--- src/design/ial_pkg.sv ---
// Shared action codes, status codes and types for the indexed array list.
package ial_pkg;

   localparam int unsigned CAPACITY_DEFAULT = 16;

   localparam int unsigned ACTION_W = 3;
   localparam int unsigned POSITION_W = 5;
   localparam int unsigned VALUE_W = 32;
   localparam int unsigned COUNT_OUT_W = 5;
   localparam int unsigned STATUS_W = 2;

   localparam logic [ACTION_W-1:0] ACT_PUSH_BACK  = 3'd0;
   localparam logic [ACTION_W-1:0] ACT_POP_BACK   = 3'd1;
   localparam logic [ACTION_W-1:0] ACT_PUSH_FRONT = 3'd2;
   localparam logic [ACTION_W-1:0] ACT_POP_FRONT  = 3'd3;
   localparam logic [ACTION_W-1:0] ACT_INSERT     = 3'd4;
   localparam logic [ACTION_W-1:0] ACT_ERASE      = 3'd5;
   localparam logic [ACTION_W-1:0] ACT_READ       = 3'd6;

   localparam logic [STATUS_W-1:0] ST_OK      = 2'd0;
   localparam logic [STATUS_W-1:0] ST_FULL    = 2'd1;
   localparam logic [STATUS_W-1:0] ST_EMPTY   = 2'd2;
   localparam logic [STATUS_W-1:0] ST_BAD_IDX = 2'd3;

   typedef struct packed {
      logic insert;
      logic remove;
   } store_cmd_type;

endpackage

--- src/design/ial_store.sv ---
// Row of entry cells that shift up, shift down, load or hold.
module ial_store
   import ial_pkg::*;
#(
   parameter int unsigned CAPACITY = CAPACITY_DEFAULT,
   localparam int unsigned IDX_W = (CAPACITY > 1) ? $clog2(CAPACITY) : 1
) (
   input  logic                 clock,
   input  store_cmd_type        cmd,
   input  logic [IDX_W-1:0]     cmd_index,
   input  logic [VALUE_W-1:0]   cmd_value,
   input  logic [IDX_W-1:0]     rd_index,
   output logic [VALUE_W-1:0]   rd_data
);

   logic [VALUE_W-1:0] entry_ff [CAPACITY];

   for (genvar k = 0; k < CAPACITY; k++) begin : g_cell
      logic [VALUE_W-1:0] entry_in;
      logic               at_index;
      logic               above_index;

      assign at_index = (IDX_W'(k) == cmd_index);
      assign above_index = (IDX_W'(k) > cmd_index);

      always_comb begin
         entry_in = entry_ff[k];
         if (cmd.insert) begin
            if (at_index) begin
               entry_in = cmd_value;
            end else if (above_index) begin
               if (k > 0) begin
                  entry_in = entry_ff[(k > 0) ? k - 1 : 0];
               end
            end
         end else if (cmd.remove) begin
            if (at_index || above_index) begin
               if (k + 1 < CAPACITY) begin
                  entry_in = entry_ff[(k + 1 < CAPACITY) ? k + 1 : k];
               end
            end
         end
      end

      always_ff @(posedge clock) begin
         entry_ff[k] <= entry_in;
      end
   end

   assign rd_data = entry_ff[rd_index];

endmodule

--- src/design/indexed_array_list_core.sv ---
// Top level of the indexed array list: action decode, fill count and result register.
// A response item is registered and appears in the cycle after its request item is accepted.
// Throughput: one item per cycle while responses are taken; every cell shifts, loads or holds in parallel.
// A request is taken while the response register is empty or being emptied.
// Reset clears the fill count and the response valid flag; entries stay undefined.
module indexed_array_list_core
   import ial_pkg::*;
#(
   parameter int unsigned CAPACITY = CAPACITY_DEFAULT
) (
   input  logic        clock,
   input  logic        reset,
   input  logic        req_tvalid,
   output logic        req_tready,
   // action [2:0], position [7:3], value [39:8]
   input  logic [39:0] req_tdata,
   output logic        rsp_tvalid,
   input  logic        rsp_tready,
   // read_value [31:0], item_count [36:32], status [38:37], zero [39]
   output logic [39:0] rsp_tdata
);

   localparam int unsigned IDX_W = (CAPACITY > 1) ? $clog2(CAPACITY) : 1;
   localparam int unsigned CNT_W = $clog2(CAPACITY + 1);
   localparam int unsigned CMP_W = (CNT_W > POSITION_W) ? CNT_W : POSITION_W;

   logic [ACTION_W-1:0]   action;
   logic [POSITION_W-1:0] position;
   logic [VALUE_W-1:0]    value;
   logic                  req_accept;

   logic [CNT_W-1:0]      count_ff;
   logic [CNT_W-1:0]      count_in;
   logic                  rsp_valid_ff;
   logic                  rsp_valid_in;
   logic [39:0]           rsp_data_ff;
   logic [39:0]           rsp_data_in;

   logic [CMP_W-1:0]      pos_ext;
   logic [CMP_W-1:0]      cnt_ext;
   logic                  full;
   logic                  empty;
   logic [STATUS_W-1:0]   status_in;
   logic                  read_ok;
   store_cmd_type         cmd_sel;
   store_cmd_type         cmd;
   logic [CMP_W-1:0]      cmd_pos;
   logic [VALUE_W-1:0]    rd_data;
   logic [VALUE_W-1:0]    read_value_in;
   logic [CMP_W-1:0]      count_out_ext;

   assign action = req_tdata[2:0];
   assign position = req_tdata[7:3];
   assign value = req_tdata[39:8];

   assign req_tready = !rsp_valid_ff || rsp_tready;
   assign req_accept = req_tvalid && req_tready;

   assign pos_ext = CMP_W'(position);
   assign cnt_ext = CMP_W'(count_ff);
   assign full = (count_ff == CNT_W'(CAPACITY));
   assign empty = (count_ff == '0);

   always_comb begin
      status_in = ST_OK;
      read_ok = 1'b0;
      cmd_sel = '0;
      cmd_pos = '0;
      count_in = count_ff;
      unique case (action)
         ACT_PUSH_BACK, ACT_PUSH_FRONT: begin
            if (full) begin
               status_in = ST_FULL;
            end else begin
               cmd_sel.insert = 1'b1;
               cmd_pos = (action == ACT_PUSH_BACK) ? cnt_ext : '0;
               count_in = count_ff + 1'b1;
            end
         end
         ACT_POP_BACK: begin
            if (empty) begin
               status_in = ST_EMPTY;
            end else begin
               count_in = count_ff - 1'b1;
            end
         end
         ACT_POP_FRONT: begin
            if (empty) begin
               status_in = ST_EMPTY;
            end else begin
               cmd_sel.remove = 1'b1;
               count_in = count_ff - 1'b1;
            end
         end
         ACT_INSERT: begin
            if (pos_ext > cnt_ext) begin
               status_in = ST_BAD_IDX;
            end else if (full) begin
               status_in = ST_FULL;
            end else begin
               cmd_sel.insert = 1'b1;
               cmd_pos = pos_ext;
               count_in = count_ff + 1'b1;
            end
         end
         ACT_ERASE: begin
            if (empty) begin
               status_in = ST_EMPTY;
            end else if (pos_ext >= cnt_ext) begin
               status_in = ST_BAD_IDX;
            end else begin
               cmd_sel.remove = 1'b1;
               cmd_pos = pos_ext;
               count_in = count_ff - 1'b1;
            end
         end
         ACT_READ: begin
            if (empty) begin
               status_in = ST_EMPTY;
            end else if (pos_ext >= cnt_ext) begin
               status_in = ST_BAD_IDX;
            end else begin
               read_ok = 1'b1;
            end
         end
         default: begin
         end
      endcase
   end

   assign cmd = req_accept ? cmd_sel : '0;

   ial_store #(
      .CAPACITY(CAPACITY)
   ) u_store (
      .clock     (clock),
      .cmd       (cmd),
      .cmd_index (cmd_pos[IDX_W-1:0]),
      .cmd_value (value),
      .rd_index  (pos_ext[IDX_W-1:0]),
      .rd_data   (rd_data)
   );

   assign read_value_in = read_ok ? rd_data : '0;
   assign count_out_ext = CMP_W'(count_in);
   assign rsp_data_in = {1'b0, status_in, count_out_ext[COUNT_OUT_W-1:0], read_value_in};

   always_comb begin
      rsp_valid_in = rsp_valid_ff;
      if (req_accept) begin
         rsp_valid_in = 1'b1;
      end else if (rsp_tready) begin
         rsp_valid_in = 1'b0;
      end
   end

   always_ff @(posedge clock) begin
      if (reset) begin
         count_ff <= '0;
         rsp_valid_ff <= 1'b0;
      end else begin
         if (req_accept) begin
            count_ff <= count_in;
         end
         rsp_valid_ff <= rsp_valid_in;
      end
   end

   always_ff @(posedge clock) begin
      if (req_accept) begin
         rsp_data_ff <= rsp_data_in;
      end
   end

   assign rsp_tvalid = rsp_valid_ff;
   assign rsp_tdata = rsp_data_ff;

   a_count_bound: assert property (@(posedge clock) disable iff (reset)
      CMP_W'(count_ff) <= CMP_W'(CAPACITY))
      else $error("fill count exceeds capacity");

   a_count_idle: assert property (@(posedge clock) disable iff (reset)
      !req_accept |=> $stable(count_ff))
      else $error("fill count changed without an accepted item");

   a_push_grows: assert property (@(posedge clock) disable iff (reset)
      req_accept && status_in == ST_OK &&
      (action == ACT_PUSH_BACK || action == ACT_PUSH_FRONT || action == ACT_INSERT)
      |=> count_ff == CNT_W'($past(count_ff) + 1'b1))
      else $error("successful insertion did not grow the list by one");

   a_error_holds: assert property (@(posedge clock) disable iff (reset)
      req_accept && status_in != ST_OK |=> $stable(count_ff))
      else $error("failed item changed the fill count");

endmodule
--- config.mk ---
export PLATFORM = sky130hd
export DESIGN_NAME = indexed_array_list_core
export DESIGN_NICKNAME = d
export VERILOG_FILES = /design/src/design/ial_pkg.sv /design/src/design/ial_store.sv /design/src/design/indexed_array_list_core.sv
export SDC_FILE = /design/constraint.sdc
export NUM_CORES = 1
export LEC_CHECK = 0
export ABC_AREA = 1
export BUFFER_PORTS_ARGS = -buffer_cell sky130_fd_sc_hd__buf_2
export CORE_UTILIZATION = 45
export DETAILED_ROUTE_END_ITERATION = 6
export GPL_ROUTABILITY_DRIVEN = 1
export PLACE_DENSITY_LB_ADDON = 0.08
export SLEW_MARGIN = 20
export SYNTH_ARGS = -nofsm -noshare
export SYNTH_HDL_FRONTEND = slang
export SYNTH_SLANG_ARGS = --single-unit
--- constraint.sdc ---
create_clock -name clock -period 6.7 [get_ports clock]
set_clock_uncertainty 0.2 [all_clocks]
set_input_delay 0.335 -clock clock [delete_from_list [all_inputs] [get_ports clock]]
set_output_delay 0.335 -clock clock [all_outputs]
set_load 0.01 [all_outputs]
# Yosys cells after proc, flatten, opt, wreduce, memory -nomap -nowiden
# Memory sizes are Yosys's and may differ from the RTL's. A register that Yosys moved wholly into a read port is not among the register bits.
# Index checks and enable logic that the tools add are counted.
# W data, S select, Z words.
[classes]
n_addsub = 2
order_cmp = 18
n_eq_ne = 22
n_mux = 107
n_reduce_logical = 26
[op_table]
columns = ["cell", "count"]
rows = [
  ["$mux W32", 77],
  ["$eq A4 B4 Y1 const A", 8],
  ["$gt A4 B4 Y1 const A", 8],
  ["$mux W5", 5],
  ["$mux W4", 6],
  ["$pmux W5 S4", 1],
  ["$eq A3 B4 Y1 const A", 4],
  ["$gt A3 B4 Y1 const A", 4],
  ["$logic_or A1 B1 Y1", 16],
  ["$pmux W4 S3", 1],
  ["$mux W2", 5],
  ["$eq A3 B3 Y1 const B", 3],
  ["$mux W1", 9],
  ["$eq A2 B4 Y1 const A", 2],
  ["$gt A1 B4 Y1 const A", 2],
  ["$gt A2 B4 Y1 const A", 2],
  ["$pmux W2 S4", 1],
  ["$eq A3 B2 Y1 const B", 2],
  ["$reduce_or A2 Y1", 3],
  ["$add A5 B1 Y5 const B", 1],
  ["$eq A5 B5 Y1 const B", 1],
  ["$ge A5 B5 Y1", 1],
  ["$gt A5 B5 Y1", 1],
  ["$logic_not A5 Y1", 1],
  ["other kinds (9)", 11],
]
[word_totals]
register_bits = 13
ram_bits = 512
in_bits = 44
wordCells = 179
mem_count = 1
[memory_table]
columns = ["name", "words", "word_bits", "read_ports", "rd_clocked_by_memory_dff", "wr", "line_no", "rtl"]
rows = [
  ["u_store.entry_ff", 16, 32, 17, 1, 16, "ial_store.sv:16", "logic [VALUE_W-1:0] entry_ff [CAPACITY];"],
]

# Depth between registers and ports, before layout
[logic_depth]
depth_word = 9
depth_mapped = 18
ltp_nobuf = 16

# Modules after synthesis
# A second synthesis with hierarchy kept.
[unflattened]
cells_unflattened = 4190
hier_area_um2 = 33505.9
[by_module_without_submodules]
columns = ["mod", "instances", "cells_each", "area_each_um2", "seq_area_each_um2"]
rows = [
  ["ial_store", 1, 3926, 31164.9, 15374.7],
  ["indexed_array_list_core", 1, 264, 2341.0, 1291.2],
]

# Worst setup path before layout
# No wires, ideal clock.
[synth_timing]
kind = "in2reg"
from = "in rsp_tready"
to = "mem u_store.entry_ff[5][0], enable pin"
setup_time_ns = 0.432
arrival_time_ns = 5.190
required_ns = 6.068
path_slack_ns = 0.878
cell_stages = 8
n_path_buf = 0
path_cell_list = "inv_1 nand2_1 nand2_1 inv_1 o21ai_0 nor2_1 inv_1 a21oi_1"
[synth_rtl]
columns = ["element", "line_no", "rtl"]
rows = [
  ["start: declaration", "indexed_array_list_core.sv:18", "input logic rsp_tready,"],
  ["end: declaration", "ial_store.sv:16", ""],
]

==> results.py <==
metrics = {
    "clock_tree": {
        "cts_tree": "done",
        "path_clk_slew_ns": 0.06,
        "htreeDepth": 3,
        "ctsResizeCount": 0,
        "cts_setup_buffers": 0,
        "cts_made_buffers": 68,
        "root_buffer": "clkbuf_16",
        "numClockSinks": 557,
        "clockBufferDepth": 3,
        "cts_hold_buf": 3,
        "clk_latency_ns": 0.61,
    },
    "min_path": {
        "whs_path_depth": 3,
        "hp-start": "req_tdata[28]",
        "worstHoldEndpoint": "u_store.entry_ff[0][20]",
        "hold_path_class": "in2reg",
    },
    "synthesis": {
        "synth_top_cells_by_area": "edfxtp_1, nand2_1, nand3_1",
        "yosys.area_share.simple": 0.307,
        "yosysUniqueCellTypes": 34,
        "synth.net_count": 4759,
        "synth-seq-cells": 557,
        "syn_area_per_cell_um2": 7.29,
        "yosysTopAreaCell": "edfxtp_1",
        "synth_edf_count": 551,
        "synth_top_area_frac": 0.482,
        "yosys.area_share.xor_xnor": 0.00128,
        "ys_seq_area_frac": 0.485,
        "synth_compound_area_frac": 0.106,
        "synthFlopType": "edfxtp_1",
        "synth_top_family_by_area": "simple AND/OR/NAND/NOR gates",
        "synth_area_mm2": 0.0343,
        "synth_fa_ha_area_frac": 0.00292,
        "yosysWarnings": 0,
        "synth-async-reset-ratio": 0,
        "synthMuxAreaShare": 0,
        "synth_cells": 4707,
    },
    "floorplan": {
        "initial_core_util": 0.458,
        "ios": 86,
        "fp.dieW_um": 278,
        "die_h_um": 278,
        "fp.dieArea_mm2": 0.0774,
        "core_mm2": 0.0749,
        "rows": 100,
    },
    "setup_path": {
        "cp-end-kind": "register",
        "r2r_start": "cnt_ext[4]",
        "critPathMaxFanout": 34,
        "crit_path_start_kind": "register",
        "required_ns": 6.77,
        "ff2ff_setup_slack_ns": 2.10,
        "worstPathArrival_ns": 4.67,
        "critPathKind": "reg2reg",
        "worstReg2RegEnd": "u_store.entry_ff[4][10]",
        "reg2reg_depth": 15,
    },
    "layout": {
        "syn_to_final_growth_pct": 8.73,
        "fin_util": 0.498,
        "nFillCells": 7499,
        "multiInputGateArea_mm2": 0.0145,
        "layout-drive-gt1-share": 0.0634,
        "fin_nets": 4644,
        "seqCellArea_mm2": 0.0167,
        "antenna_cells": 0,
        "final_area_mm2": 0.0373,
    },
    "power_and_ir_drop": {
        "clkPwrFrac": 0.378,
        "peakVddDrop_mv": 0.149,
        "switching_share": 0.295,
        "powerDensity_mw_per_mm2": 248,
        "power.leakage_nw": 17.8,
        "finalPower_mw": 9.26,
        "pwr-share-seq": 0.464,
        "switchingPower_mw": 2.73,
        "intPower_mw": 6.52,
        "combinationalPowerShare": 0.158,
    },
    "timing": {
        "relSlewSlack": 0.267,
        "max_freq_ghz": 0.217,
        "hold_violations": 0,
        "slew_viol_final": 0,
        "final.setup.tns_ns": 0,
        "finalCritPeriodShare": 0.687,
        "tightest_slew_ns": 1.10,
        "setup_viol": 0,
        "grt_setup_unrepaired": "no",
        "final.min_clock_period_ns": 4.60,
        "setup_ws_ns": 2.10,
    },
    "grt": {
        "met1_usage": 0.488,
        "grt_max_degree": 178,
        "grt_remaining_overflow": 0,
        "grt_pass1_vias": 28445,
        "met2_usage": 0.439,
        "grt_first_pass_wirelength_um": 184000,
        "use_met3": 0.0559,
        "top_usage_layer": "met1",
        "grtUsageTotal": 0.313,
        "antenna_found_initial": 2,
    },
    "placed_design": {
        "place_ws_ns": 1.91,
        "io_buffers": 84,
        "gp_congestion": 0.946,
        "dp_hpwl_um": 77000,
        "post_dp_cell_area_mm2": 0.0353,
    },
    "detailed_routing": {
        "ant_nets": 0,
        "avgViaCountPerCell": 5.63,
        "drc": 0,
        "wl_per_cell_um": 22.0,
        "drtIter0Drc": 3943,
        "via_count": 31575,
        "routed_wl_um": 123000,
        "dr.pass1.iters": 6,
    },
    "run": {
        "maxCapViolCount": 0,
    },
    "run_status": {
        "outcome": "complete, no violations",
    },
}
## area by class of cell
| type | count | share of cell area |
|---|---|---|
| Clock buffer | 99 | 0.0504 |
| Clock inverter | 19 | 0.00312 |
| Inverter | 515 | 0.0522 |
| Multi-Input combinational cell | 3294 | 0.388 |
| Sequential cell | 557 | 0.447 |
| Tap cell | 969 | 0.0325 |
| Timing Repair Buffer | 156 | 0.0274 |
## Yosys cell counts, types with 8 or more instances
| cell type | n |
|---|---|
| edfxtp_1 | 551 |
| clkbuf_1 | 212 |
| nor2_1 | 106 |
| buf_2 | 100 |
| nand2_1 | 1886 |
| nand4_1 | 10 |
| a21oi_1 | 291 |
| a211oi_1 | 21 |
| nor2_2 | 8 |
| buf_1 | 24 |
| ha_1 | 8 |
| inv_1 | 506 |
| a31oi_1 | 22 |
| o21ai_0 | 361 |
| nand3_1 | 543 |
## power by group through the flow
stage / clock network, mW / logic [mW] / registers [mW]
final: 3.50 / 1.46 / 4.30
after global placement: 0 / 1.41 / 4.36
after floorplan: 0 / 0.942 / 4.33
after global routing: 3.66 / 1.60 / 4.32
after detailed placement: 0 / 1.42 / 4.36
after CTS: 3.54 / 1.42 / 4.29
## flip-flops by register name, indices dropped and copies added (netlist names)
register,flops
u_store.entry_ff,512
cnt_ext,5
rsp_tvalid,1
rsp_tdata,39
## through the flow
step	cells	hold WS, ns
6_report	5609	0.0546
2_1_floorplan	4707	0.204
3_3_place_gp	5488	0.316
4_1_cts	5609	0.0147
5_1_grt	5609	0.0854
3_5_place_dp	5488	0.314
## worst max-delay path by stage
stage                            start  cells after the start                 endpoint  slack (ns)
after detailed placement  req_tdata[3]                     15  u_store.entry_ff[4][14]        1.91
after global routing        cnt_ext[4]                     14  u_store.entry_ff[4][10]        1.89
final                       cnt_ext[4]                     15  u_store.entry_ff[4][10]        2.10
after CTS                   cnt_ext[4]                     15  u_store.entry_ff[4][10]        2.16
after floorplan             rsp_tready                      8   u_store.entry_ff[5][0]        0.88
after global placement    req_tdata[3]                     15  u_store.entry_ff[4][20]        1.98
## cells by family after synthesis
| group | count (synthesis) |
|---|---|
| flip-flops | 557 |
| adder cells (fa/ha/maj) | 8 |
| AND/OR/NAND/NOR | 2575 |
| other | 1 |
| AO/OA/AOI/OAI | 705 |
| buffers and inverters | 856 |
| XOR/XNOR | 5 |
## layout by cell type, fill, tap and decap left out, types with 8 or more instances in the layout
master,count
nand2_1,1885
edfxtp_1,551
nand3_1,543
inv_1,505
o21ai_0,360
a21oi_1,285
nor2_1,94
buf_2,82
clkbuf_16,69
buf_4,66
clkbuf_1,26
a31oi_1,22
a211oi_1,21
nor2_4,14
nor2_2,10
nand4_1,10
clkinv_1,9
clkinv_2,8
ha_1,8
## critical path, cell delays in order, from the launching register on
cell and delay (ns):
dfxtp_1 0.50, inv_1 0.14, ha_1 0.32, nand2_1 0.08, nor2_1 0.14, nand2_1 0.08, nand3_2 0.12, nand2_2 0.13
nand4_1 0.18, nand3b_4 0.23, nor2_4 0.20, buf_4 0.44, nand2_1 0.09, buf_4 0.30, a21oi_4 0.65, buf_4 0.43
## layer usage
metal / part of all wire / vias to the layer above
met5: 0.000057 / -
met2: 0.41 / 1700
met4: 0.022 / 2
li1: - / 15036
met3: 0.11 / 169
met1: 0.46 / 14668
Power figures use the tool's default switching activity.
